**src/hdl/chained_block_dma_channels_defines.svh**
```systemverilog
// ---------------------------------------------------------------------------
// Chained block DMA channels: assertion macros
// Shared property macros for the sequencer checks. They are empty in synthesis.
// ---------------------------------------------------------------------------
`ifndef CHAINED_BLOCK_DMA_CHANNELS_DEFINES_SVH
`define CHAINED_BLOCK_DMA_CHANNELS_DEFINES_SVH

`ifndef SYNTHESIS
`define CBDMA_ASSERT_IMP(label, clk, rst_n, cond, expr) \
    label: assert property (@(posedge clk) disable iff (!(rst_n)) (cond) |-> (expr)) \
        else $error("cbdma check failed");
`define CBDMA_ASSERT_NXT(label, clk, rst_n, cond, expr) \
    label: assert property (@(posedge clk) disable iff (!(rst_n)) (cond) |=> (expr)) \
        else $error("cbdma check failed");
`else
`define CBDMA_ASSERT_IMP(label, clk, rst_n, cond, expr)
`define CBDMA_ASSERT_NXT(label, clk, rst_n, cond, expr)
`endif

`endif

```
**src/hdl/cbdma_pkg.sv**
```systemverilog
// ---------------------------------------------------------------------------
// Chained block DMA channels: package
// Request and result types, action and status codes, and shared constants.
// ---------------------------------------------------------------------------
`timescale 1ns / 1ps
`default_nettype none

package cbdma_pkg;

    localparam int CHANNELS_DEF = 8;
    localparam logic [7:0] MAX_EVENT_RST = 8'd15;

    typedef enum logic [2:0] {
        ACT_REGISTER   = 3'd0,
        ACT_UNREGISTER = 3'd1,
        ACT_TX_START   = 3'd2,
        ACT_RX_START   = 3'd3,
        ACT_EVENT      = 3'd4,
        ACT_POLL_TX    = 3'd5,
        ACT_POLL_RX    = 3'd6,
        ACT_NOP        = 3'd7
    } t_action;

    typedef enum logic [1:0] {
        ST_OK          = 2'd0,
        ST_BAD_CHANNEL = 2'd1,
        ST_PENDING     = 2'd2
    } t_status;

    typedef struct packed {
        t_action     action;
        logic [3:0]  channel;
        logic [31:0] buffer_address;
        logic [31:0] blk_bytes;
        logic [15:0] blk_total;
        logic [7:0]  event_code;
        logic        rx_pending;
    } t_in_item;

    typedef struct packed {
        t_status     status;
        logic        program_valid;
        logic        program_is_tx;
        logic [2:0]  program_channel;
        logic [31:0] program_address;
        logic [31:0] program_size;
        logic        done_valid;
        logic        done_is_tx;
        logic [2:0]  done_channel;
        logic [7:0]  clock_gates;
    } t_out_item;

    // One side of one channel in the transfer table.
    typedef struct packed {
        logic [31:0] address;
        logic [31:0] size;
        logic [15:0] count;
    } t_entry;

endpackage

`default_nettype wire

```
**src/hdl/cbdma_chan_table.sv**
```systemverilog
// ---------------------------------------------------------------------------
// Chained block DMA channels: transfer table
// Synchronous memory of address, size and block count per channel side,
// with per-entry valid bits so that an unwritten count reads as zero.
// ---------------------------------------------------------------------------
`timescale 1ns / 1ps
`default_nettype none

module cbdma_chan_table
    import cbdma_pkg::*;
#(
    parameter int CHANNELS = CHANNELS_DEF,
    localparam int DEPTH = 2 * CHANNELS,
    localparam int CH_W  = (CHANNELS > 1) ? $clog2(CHANNELS) : 1,
    localparam int IDX_W = CH_W + 1
) (
    input  logic             i_clk,
    input  logic             i_rst_n,
    input  logic             i_rd_en,
    input  logic [IDX_W-1:0] i_rd_idx,
    output t_entry           o_rd_data,
    input  logic             i_wr_en,
    input  logic [IDX_W-1:0] i_wr_idx,
    input  t_entry           i_wr_data
);

    t_entry             r_mem [DEPTH];
    logic [DEPTH-1:0]   r_valid;
    t_entry             r_rd_entry;
    logic               r_rd_valid;

    always_ff @(posedge i_clk) begin
        if (i_wr_en) begin
            r_mem[i_wr_idx] <= i_wr_data;
        end
        if (i_rd_en) begin
            r_rd_entry <= r_mem[i_rd_idx];
        end
    end

    always_ff @(posedge i_clk) begin
        if (!i_rst_n) begin
            r_valid    <= '0;
            r_rd_valid <= 1'b0;
        end else begin
            if (i_wr_en) begin
                r_valid[i_wr_idx] <= 1'b1;
            end
            if (i_rd_en) begin
                r_rd_valid <= r_valid[i_rd_idx];
            end
        end
    end

    // Address and size of an unwritten entry are never used; only the count matters.
    always_comb begin
        o_rd_data       = r_rd_entry;
        o_rd_data.count = r_rd_valid ? r_rd_entry.count : 16'd0;
    end

endmodule

`default_nettype wire

```
**src/hdl/cbdma_engine.sv**
```systemverilog
// ---------------------------------------------------------------------------
// Chained block DMA channels: request engine
// Reads the addressed table entry, decides the action, writes the entry
// back and registers the result. Also holds the channel registration bits.
// ---------------------------------------------------------------------------
`timescale 1ns / 1ps
`default_nettype none

module cbdma_engine
    import cbdma_pkg::*;
#(
    parameter int CHANNELS = CHANNELS_DEF,
    localparam int CH_W  = (CHANNELS > 1) ? $clog2(CHANNELS) : 1,
    localparam int IDX_W = CH_W + 1
) (
    input  logic             i_clk,
    input  logic             i_rst_n,
    input  logic             i_in_valid,
    output logic             o_in_stall,
    input  t_in_item         i_in_data,
    output logic             o_out_valid,
    input  logic             i_out_stall,
    output t_out_item        o_out_data,
    input  logic [7:0]       i_max_event,
    output logic             o_tbl_rd_en,
    output logic [IDX_W-1:0] o_tbl_rd_idx,
    input  t_entry           i_tbl_rd_data,
    output logic             o_tbl_wr_en,
    output logic [IDX_W-1:0] o_tbl_wr_idx,
    output t_entry           o_tbl_wr_data
);

    typedef enum logic {
        S_IDLE,
        S_EXEC
    } t_state;

    localparam logic [4:0] CH_LIMIT = 5'(CHANNELS);

    t_state              r_state;
    t_in_item            r_item;
    logic [IDX_W-1:0]    r_idx;
    logic                r_dir;
    logic [CHANNELS-1:0] r_registered;
    logic                r_out_valid;
    t_out_item           r_out;

    logic                in_acc;
    logic                rd_dir;
    logic [CH_W-1:0]     rd_ch;
    logic                ch_bad;
    logic [CH_W-1:0]     ch_idx;
    logic [6:0]          ev_ch;
    logic                ev_taken;
    logic                wr_req;
    logic [CHANNELS-1:0] n_registered;
    logic [15:0]         gate_pad;
    t_out_item           n_out;

    assign o_in_stall = (r_state != S_IDLE) || (r_out_valid && i_out_stall);
    assign in_acc     = i_in_valid && !o_in_stall;

    // Table address of the request: channel in the upper bits, direction at the bottom.
    always_comb begin
        if (i_in_data.action == ACT_EVENT) begin
            rd_dir = i_in_data.event_code[0];
            rd_ch  = i_in_data.event_code[CH_W:1];
        end else begin
            rd_dir = (i_in_data.action == ACT_TX_START) || (i_in_data.action == ACT_POLL_TX);
            rd_ch  = i_in_data.channel[CH_W-1:0];
        end
    end

    assign o_tbl_rd_en  = in_acc;
    assign o_tbl_rd_idx = {rd_ch, rd_dir};

    assign ch_bad = {1'b0, r_item.channel} >= CH_LIMIT;
    assign ch_idx = r_item.channel[CH_W-1:0];
    assign ev_ch  = r_item.event_code[7:1];
    assign ev_taken = (r_item.event_code <= i_max_event) && ({1'b0, ev_ch} < 8'(CHANNELS))
                      && r_registered[ev_ch[CH_W-1:0]];

    always_comb begin
        n_registered  = r_registered;
        wr_req        = 1'b0;
        o_tbl_wr_data = i_tbl_rd_data;
        n_out         = '0;
        n_out.status  = ST_OK;
        unique case (r_item.action) inside
            ACT_REGISTER, ACT_UNREGISTER: begin
                if (ch_bad) begin
                    n_out.status = ST_BAD_CHANNEL;
                end else begin
                    n_registered[ch_idx] = (r_item.action == ACT_REGISTER);
                end
            end
            ACT_TX_START, ACT_RX_START: begin
                if (ch_bad) begin
                    n_out.status = ST_BAD_CHANNEL;
                end else begin
                    wr_req                = 1'b1;
                    o_tbl_wr_data.address = r_item.buffer_address;
                    o_tbl_wr_data.size    = r_item.blk_bytes;
                    o_tbl_wr_data.count   = r_item.blk_total;
                    n_out.program_valid   = 1'b1;
                    n_out.program_is_tx   = r_dir;
                    n_out.program_channel = r_item.channel[2:0];
                    n_out.program_address = r_item.buffer_address;
                    n_out.program_size    = r_item.blk_bytes;
                end
            end
            ACT_POLL_TX, ACT_POLL_RX: begin
                if (ch_bad) begin
                    n_out.status = ST_BAD_CHANNEL;
                end else if (i_tbl_rd_data.count != 16'd0) begin
                    n_out.status = ST_PENDING;
                end
            end
            ACT_EVENT: begin
                if (ev_taken) begin
                    if (i_tbl_rd_data.count > 16'd1) begin
                        // Chain the next block: one fewer left, address moves by the size.
                        wr_req                = 1'b1;
                        o_tbl_wr_data.count   = i_tbl_rd_data.count - 16'd1;
                        o_tbl_wr_data.address = i_tbl_rd_data.address + i_tbl_rd_data.size;
                        n_out.program_valid   = 1'b1;
                        n_out.program_is_tx   = r_dir;
                        n_out.program_channel = ev_ch[2:0];
                        n_out.program_address = o_tbl_wr_data.address;
                        n_out.program_size    = i_tbl_rd_data.size;
                    end else if (r_dir || !r_item.rx_pending) begin
                        wr_req              = 1'b1;
                        o_tbl_wr_data.count = 16'd0;
                        n_out.done_valid    = 1'b1;
                        n_out.done_is_tx    = r_dir;
                        n_out.done_channel  = ev_ch[2:0];
                    end
                end
            end
            ACT_NOP: begin
            end
        endcase
        gate_pad          = 16'(n_registered);
        n_out.clock_gates = gate_pad[7:0];
    end

    assign o_tbl_wr_en  = (r_state == S_EXEC) && wr_req;
    assign o_tbl_wr_idx = r_idx;

    always_ff @(posedge i_clk) begin
        if (!i_rst_n) begin
            r_state      <= S_IDLE;
            r_out_valid  <= 1'b0;
            r_registered <= '0;
        end else begin
            if (r_out_valid && !i_out_stall) begin
                r_out_valid <= 1'b0;
            end
            unique case (r_state)
                S_IDLE: begin
                    if (in_acc) begin
                        r_item  <= i_in_data;
                        r_idx   <= o_tbl_rd_idx;
                        r_dir   <= rd_dir;
                        r_state <= S_EXEC;
                    end
                end
                S_EXEC: begin
                    r_out        <= n_out;
                    r_out_valid  <= 1'b1;
                    r_registered <= n_registered;
                    r_state      <= S_IDLE;
                end
                default: begin
                    r_state <= S_IDLE;
                end
            endcase
        end
    end

    assign o_out_valid = r_out_valid;
    assign o_out_data  = r_out;

endmodule

`default_nettype wire

```
**src/hdl/chained_block_dma_channels.sv**
```systemverilog
// Block-chaining DMA sequencer for up to CHANNELS channels, each with a transmit and
// a receive side. Every request gives exactly one result. The channel table is a
// synchronous memory, read in the cycle the request is accepted and written back in
// the next, so no new request is taken while one is in flight. The result sits in an
// output register, and a new request is taken only at an edge where no result waits
// or the waiting result leaves at that edge. Counts of never-started channels read as
// zero through per-entry valid bits cleared by reset, so there is no clearing pass
// after reset. max_event is written on its own port, which is always ready; the user
// must write it only while no request is in flight, as the block does not enforce it.
// ---------------------------------------------------------------------------
// Chained block DMA channels: top level
// Configuration register, transfer table and request engine.
// ---------------------------------------------------------------------------
`timescale 1ns / 1ps
`default_nettype none

`include "chained_block_dma_channels_defines.svh"

module chained_block_dma_channels
    import cbdma_pkg::*;
#(
    parameter int CHANNELS = CHANNELS_DEF
) (
    input  logic       i_clk,
    input  logic       i_rst_n,
    input  logic       i_in_valid,
    output logic       o_in_stall,
    input  t_in_item   i_in_data,
    output logic       o_out_valid,
    input  logic       i_out_stall,
    output t_out_item  o_out_data,
    input  logic       i_cfg_valid,
    output logic       o_cfg_ready,
    input  logic [7:0] i_cfg_data
);

    localparam int CH_W  = (CHANNELS > 1) ? $clog2(CHANNELS) : 1;
    localparam int IDX_W = CH_W + 1;

    logic [7:0]       r_max_event;
    logic             tbl_rd_en;
    logic [IDX_W-1:0] tbl_rd_idx;
    t_entry           tbl_rd_data;
    logic             tbl_wr_en;
    logic [IDX_W-1:0] tbl_wr_idx;
    t_entry           tbl_wr_data;

    assign o_cfg_ready = 1'b1;

    always_ff @(posedge i_clk) begin
        if (!i_rst_n) begin
            r_max_event <= MAX_EVENT_RST;
        end else if (i_cfg_valid && o_cfg_ready) begin
            r_max_event <= i_cfg_data;
        end
    end

    cbdma_chan_table #(
        .CHANNELS (CHANNELS)
    ) u_table (
        .i_clk     (i_clk),
        .i_rst_n   (i_rst_n),
        .i_rd_en   (tbl_rd_en),
        .i_rd_idx  (tbl_rd_idx),
        .o_rd_data (tbl_rd_data),
        .i_wr_en   (tbl_wr_en),
        .i_wr_idx  (tbl_wr_idx),
        .i_wr_data (tbl_wr_data)
    );

    cbdma_engine #(
        .CHANNELS (CHANNELS)
    ) u_engine (
        .i_clk         (i_clk),
        .i_rst_n       (i_rst_n),
        .i_in_valid    (i_in_valid),
        .o_in_stall    (o_in_stall),
        .i_in_data     (i_in_data),
        .o_out_valid   (o_out_valid),
        .i_out_stall   (i_out_stall),
        .o_out_data    (o_out_data),
        .i_max_event   (r_max_event),
        .o_tbl_rd_en   (tbl_rd_en),
        .o_tbl_rd_idx  (tbl_rd_idx),
        .i_tbl_rd_data (tbl_rd_data),
        .o_tbl_wr_en   (tbl_wr_en),
        .o_tbl_wr_idx  (tbl_wr_idx),
        .o_tbl_wr_data (tbl_wr_data)
    );

    // The table read of one request and its write-back never overlap with the next.
    `CBDMA_ASSERT_NXT(a_one_in_flight, i_clk, i_rst_n, i_in_valid && !o_in_stall, o_in_stall)
    `CBDMA_ASSERT_IMP(a_prog_done_excl, i_clk, i_rst_n, o_out_valid, !(o_out_data.program_valid && o_out_data.done_valid))
    `CBDMA_ASSERT_IMP(a_prog_zero, i_clk, i_rst_n, o_out_valid && !o_out_data.program_valid, (o_out_data.program_address == 32'd0) && (o_out_data.program_size == 32'd0))
    `CBDMA_ASSERT_IMP(a_status_ok, i_clk, i_rst_n, o_out_valid && (o_out_data.program_valid || o_out_data.done_valid), o_out_data.status == ST_OK)

endmodule

`default_nettype wire
```
**config.mk**
```make
export PLATFORM = sky130hd
export DESIGN_NAME = chained_block_dma_channels
export DESIGN_NICKNAME = d
export VERILOG_FILES = /design/src/hdl/cbdma_pkg.sv /design/src/hdl/cbdma_chan_table.sv /design/src/hdl/cbdma_engine.sv /design/src/hdl/chained_block_dma_channels.sv
export VERILOG_INCLUDE_DIRS = /design/src /design/src/hdl
export SDC_FILE = /design/constraint.sdc
export NUM_CORES = 2
export LEC_CHECK = 0
export ABC_AREA = 1
export BUFFER_PORTS_ARGS = -buffer_cell sky130_fd_sc_hd__buf_2
export CAP_MARGIN = 20
export CORE_ASPECT_RATIO = 1.1
export CORE_MARGIN = 3
export CORE_UTILIZATION = 35
export CTS_BUF_LIST = sky130_fd_sc_hd__clkbuf_2
export CTS_CLUSTER_DIAMETER = 30
export DETAILED_ROUTE_END_ITERATION = 8
export SKIP_LAST_GASP = 1
export SLEW_MARGIN = 0
export SYNTH_ARGS = -nofsm -noshare
export SYNTH_HDL_FRONTEND = slang
export SYNTH_SLANG_ARGS = --single-unit
```
**constraint.sdc**
```tcl
create_clock -name i_clk -period 13.8 [get_ports i_clk]
set_input_delay 2.76 -clock i_clk [delete_from_list [all_inputs] [get_ports i_clk]]
set_output_delay 2.76 -clock i_clk [all_outputs]
set_load 0.05 [all_outputs]
```
==> metrics.txt <==
Synth Warn # 0; R2R Path Start u_table.r_rd_valid; DIE WIDTH 412.9 um; # Post-CTS Setup Buffers 0; Syn Area/Cell 12.71 um2; Min-Delay Path Depth 2; relative slew slack 18.69%; Hold EP u_table.r_valid[4]; worst slack, placed 6.543 ns; endpoint class of the critical path output port; clock sinks 1,579; final wirelength 187.0 mm; Mapped Cells 5,017; Distinct cells, synth 38; Core ar. 0.1803 mm2; num rows 163; Vias/cell 5.365; most used cell along the critical path buf_2; fin worst setup slack 7.699 ns; DRT iter0 DRCs 5,033; Pre-antenna DRT Iters 6; Post-synth EDFFs 1,544; Static Leak 25.03 nW; clk_lat worst skew 1.80 ns; Synth Flop Type edfxtp_1; first-pass GRT wire length 272.9 mm; # fillers 17,260; Startpoint Class input pin; asr flop ratio synth 0%; H-tree levels 5; Crit path depth 4; die height 453.6 um; CP Class in2out; starting density of the core 35.36%; Tot Pwr 0.009451 W; RSZ-0062 raised after global routing false; most frequent cells in the layout 1,544 x edfxtp_1, 854 x o21ai_0, 786 x nor2_1, 573 x clkbuf_2, 437 x nand2_1; Final setup viols 0; clk_skew 0.2125 ns; final worst path period share 44.21%; Routed WL per cell 23.10 um; Final HPWL DP 97.75 mm; Final #Nets 5,573; crit path cell chain buf_2 > a21oi_1 > inv_1 > buf_2; Synth area leader edfxtp_1; CTS Buf Count 420; GRT Residual Overflow 0; crit path buf inv count 3; sequential area share after synthesis 73.83%; Routed Antenna Nets 0; post-synthesis register bit count 1,579; CTS resizes 0; Final min period 6.101 ns; Hold Startpoint u_table.r_valid[4]; Hold Path Class reg2reg; vias 43,420; vias in the first global route 42,630; MaxCap Viol Count 0; Slew Viols, Final 0; clock slew at reported path FFs 0.08 ns; slowest stage delay, CP 0.21 ns; critical path peak fanout 3; Power Density 133.3 mW/mm2; largest net degree at the start of global routing 220; FMAX 163.9 MHz; Die ar. 0.1873 mm2; Post-Syn Nets 5,169; Fin Setup TNS 0 ns; required time worst endpoint 11.04 ns; Max Root-Sink Buffers 4; hold buffers post-CTS 0; status completed; Synth area leaders edfxtp_1 73%, o21ai_0 6.7%, nor2_1 4.6%, nand2_1 2.6%, o221ai_1 2.1%; area grow syn2layout 11.25%; Worst-Margin Slew 1.207 ns; reg2reg end u_table.r_mem[5][37]; CP max stage cell a21oi_1; initial antenna violation count 12; mapped cell area 0.06375 mm2; root buf cell clkbuf_2; CTS tree yes; top-level I/O count 196; Peak VDD IR 0.09313 mV; Critical Path AT 3.34 ns; DR DRC count 0; R2R depth 12; commonest non-fill, non-tap cell in the layout edfxtp_1; Port Buffers 194; Hold Violations, Final 0; total global-route track usage 19.48%; delay-heaviest family, CP buffers and inverters; FF-to-FF setup slack 8.92 ns; RePlAce Congestion 0.8928; Synth top area share 72.73%; share of post-route cells with drive strength above 1 16.64%
[how the worst max path moves through the flow]
stage	startpoint	to	slack (ns)
floorplan	i_out_stall	u_engine.ch_idx[0]	6.00
global placement	i_in_data[93]	u_table.r_rd_entry[9]	6.55
detailed placement	i_in_data[95]	u_table.r_rd_entry[9]	6.54
CTS	u_engine.r_state	o_in_stall	7.46
global route	i_out_stall	o_in_stall	7.62
finish	i_out_stall	o_in_stall	7.70
[per-stage QoR]
stage / instance area [um2] / util (%) / hold WS [ns] / cells
after floorplan: 63750 / - / 0.4301 / 5017
after global placement: 67310 / 37.34 / 0.4409 / 7384
after detailed placement: 67320 / 37.34 / 0.4435 / 7385
after CTS: 70840 / 39.29 / 0.4554 / 8083
after global routing: 70910 / 39.33 / 0.4760 / 8091
final: 70920 / 39.34 / 0.4533 / 8094
[synth_stat cells (5+ instances only)]
| master | count |
|---|---|
| edfxtp_1 | 1544 |
| clkbuf_1 | 242 |
| inv_1 | 237 |
| nor2_1 | 788 |
| a21oi_1 | 94 |
| nand3b_1 | 7 |
| o221ai_1 | 150 |
| xnor2_1 | 5 |
| buf_2 | 36 |
| nand2_1 | 438 |
| o211ai_1 | 148 |
| buf_4 | 5 |
| nand3_1 | 176 |
| xor2_1 | 21 |
| o22ai_1 | 90 |
| o21ai_1 | 27 |
| ha_1 | 42 |
| dfxtp_1 | 35 |
| nand2_2 | 9 |
| buf_1 | 17 |
| nor3_1 | 12 |
| nand4_1 | 5 |
| inv_2 | 6 |
| o21ai_0 | 856 |
[routing by layer]
layer / vias to the layer above / global-route usage (%) / part of all wire [%]
met1: 21490 / 26.14 / 41
li1: 19510 / - / -
met2: 2072 / 31.12 / 47
met3: 354 / 3.782 / 8.6
met4: 4 / 7.903 / 3.4
met5: - / 0 / 0.011
[state kept, by name, summed over array words and instances, names as in the netlist]
register	count
u_table.r_rd_valid	1
u_engine.ev_ch	7
u_engine.o_out_data	84
u_engine.ch_idx	3
u_engine.o_tbl_wr_idx	4
u_engine.r_item	86
u_table.r_valid	16
u_table.r_mem	1280
u_engine.r_registered	8
u_table.o_rd_data	64
u_engine.r_state	1
u_table.r_rd_entry	16
r_max_event	8
u_engine.o_out_valid	1
[layout make-up]
cell class | count | area, um2 | area share, %
diodes | 5 | 12.51 | 0.01764
clock buffers | 573 | 2868 | 4.044
clock inverters | 125 | 646.9 | 0.9121
inverters | 244 | 1018 | 1.436
multi-input cells | 2891 | 14600 | 20.58
flip-flops and latches | 1579 | 47070 | 66.36
well taps | 2392 | 2993 | 4.220
repair buffers | 285 | 1719 | 2.424
[cells by family (layout without fill, tap and decap cells)]
kind of cell / Yosys count / after routing / synth area share (%)
AND/OR/NAND/NOR: 1447 / 1447 / 9.109
AO/OA/AOI/OAI: 1374 / 1374 / 12.48
XOR/XNOR: 26 / 26 / 0.3572
buffers and inverters: 547 / 1227 / 3.360
adder cells (fa/ha/maj): 43 / 43 / 0.8558
other: 1 / 6 / 0.005883
flip-flops: 1579 / 1579 / 73.83
[worst reg2reg max path, delay by kind of cell (launching register included)]
family                   cells  cell delay [ns]
AND/OR/NAND/NOR              7             1.32
adder cells (fa/ha/maj)      1             0.31
buffers and inverters        3             1.70
AO/OA/AOI/OAI                1             0.16
flip-flops                   1             0.92
[report_power, final]
group | leakage [nW] | total [W] | switching (W) | internal, W
Clock | 2.71 | 0.00310 | 0.00189 | 0.00121
Sequential | 14.4 | 0.00544 | 0.0000609 | 0.00538
Combinational | 7.89 | 0.000906 | 0.000662 | 0.000244
Total | 25.0 | 0.00945 | 0.00261 | 0.00684
Power figures use the tool's default switching activity.
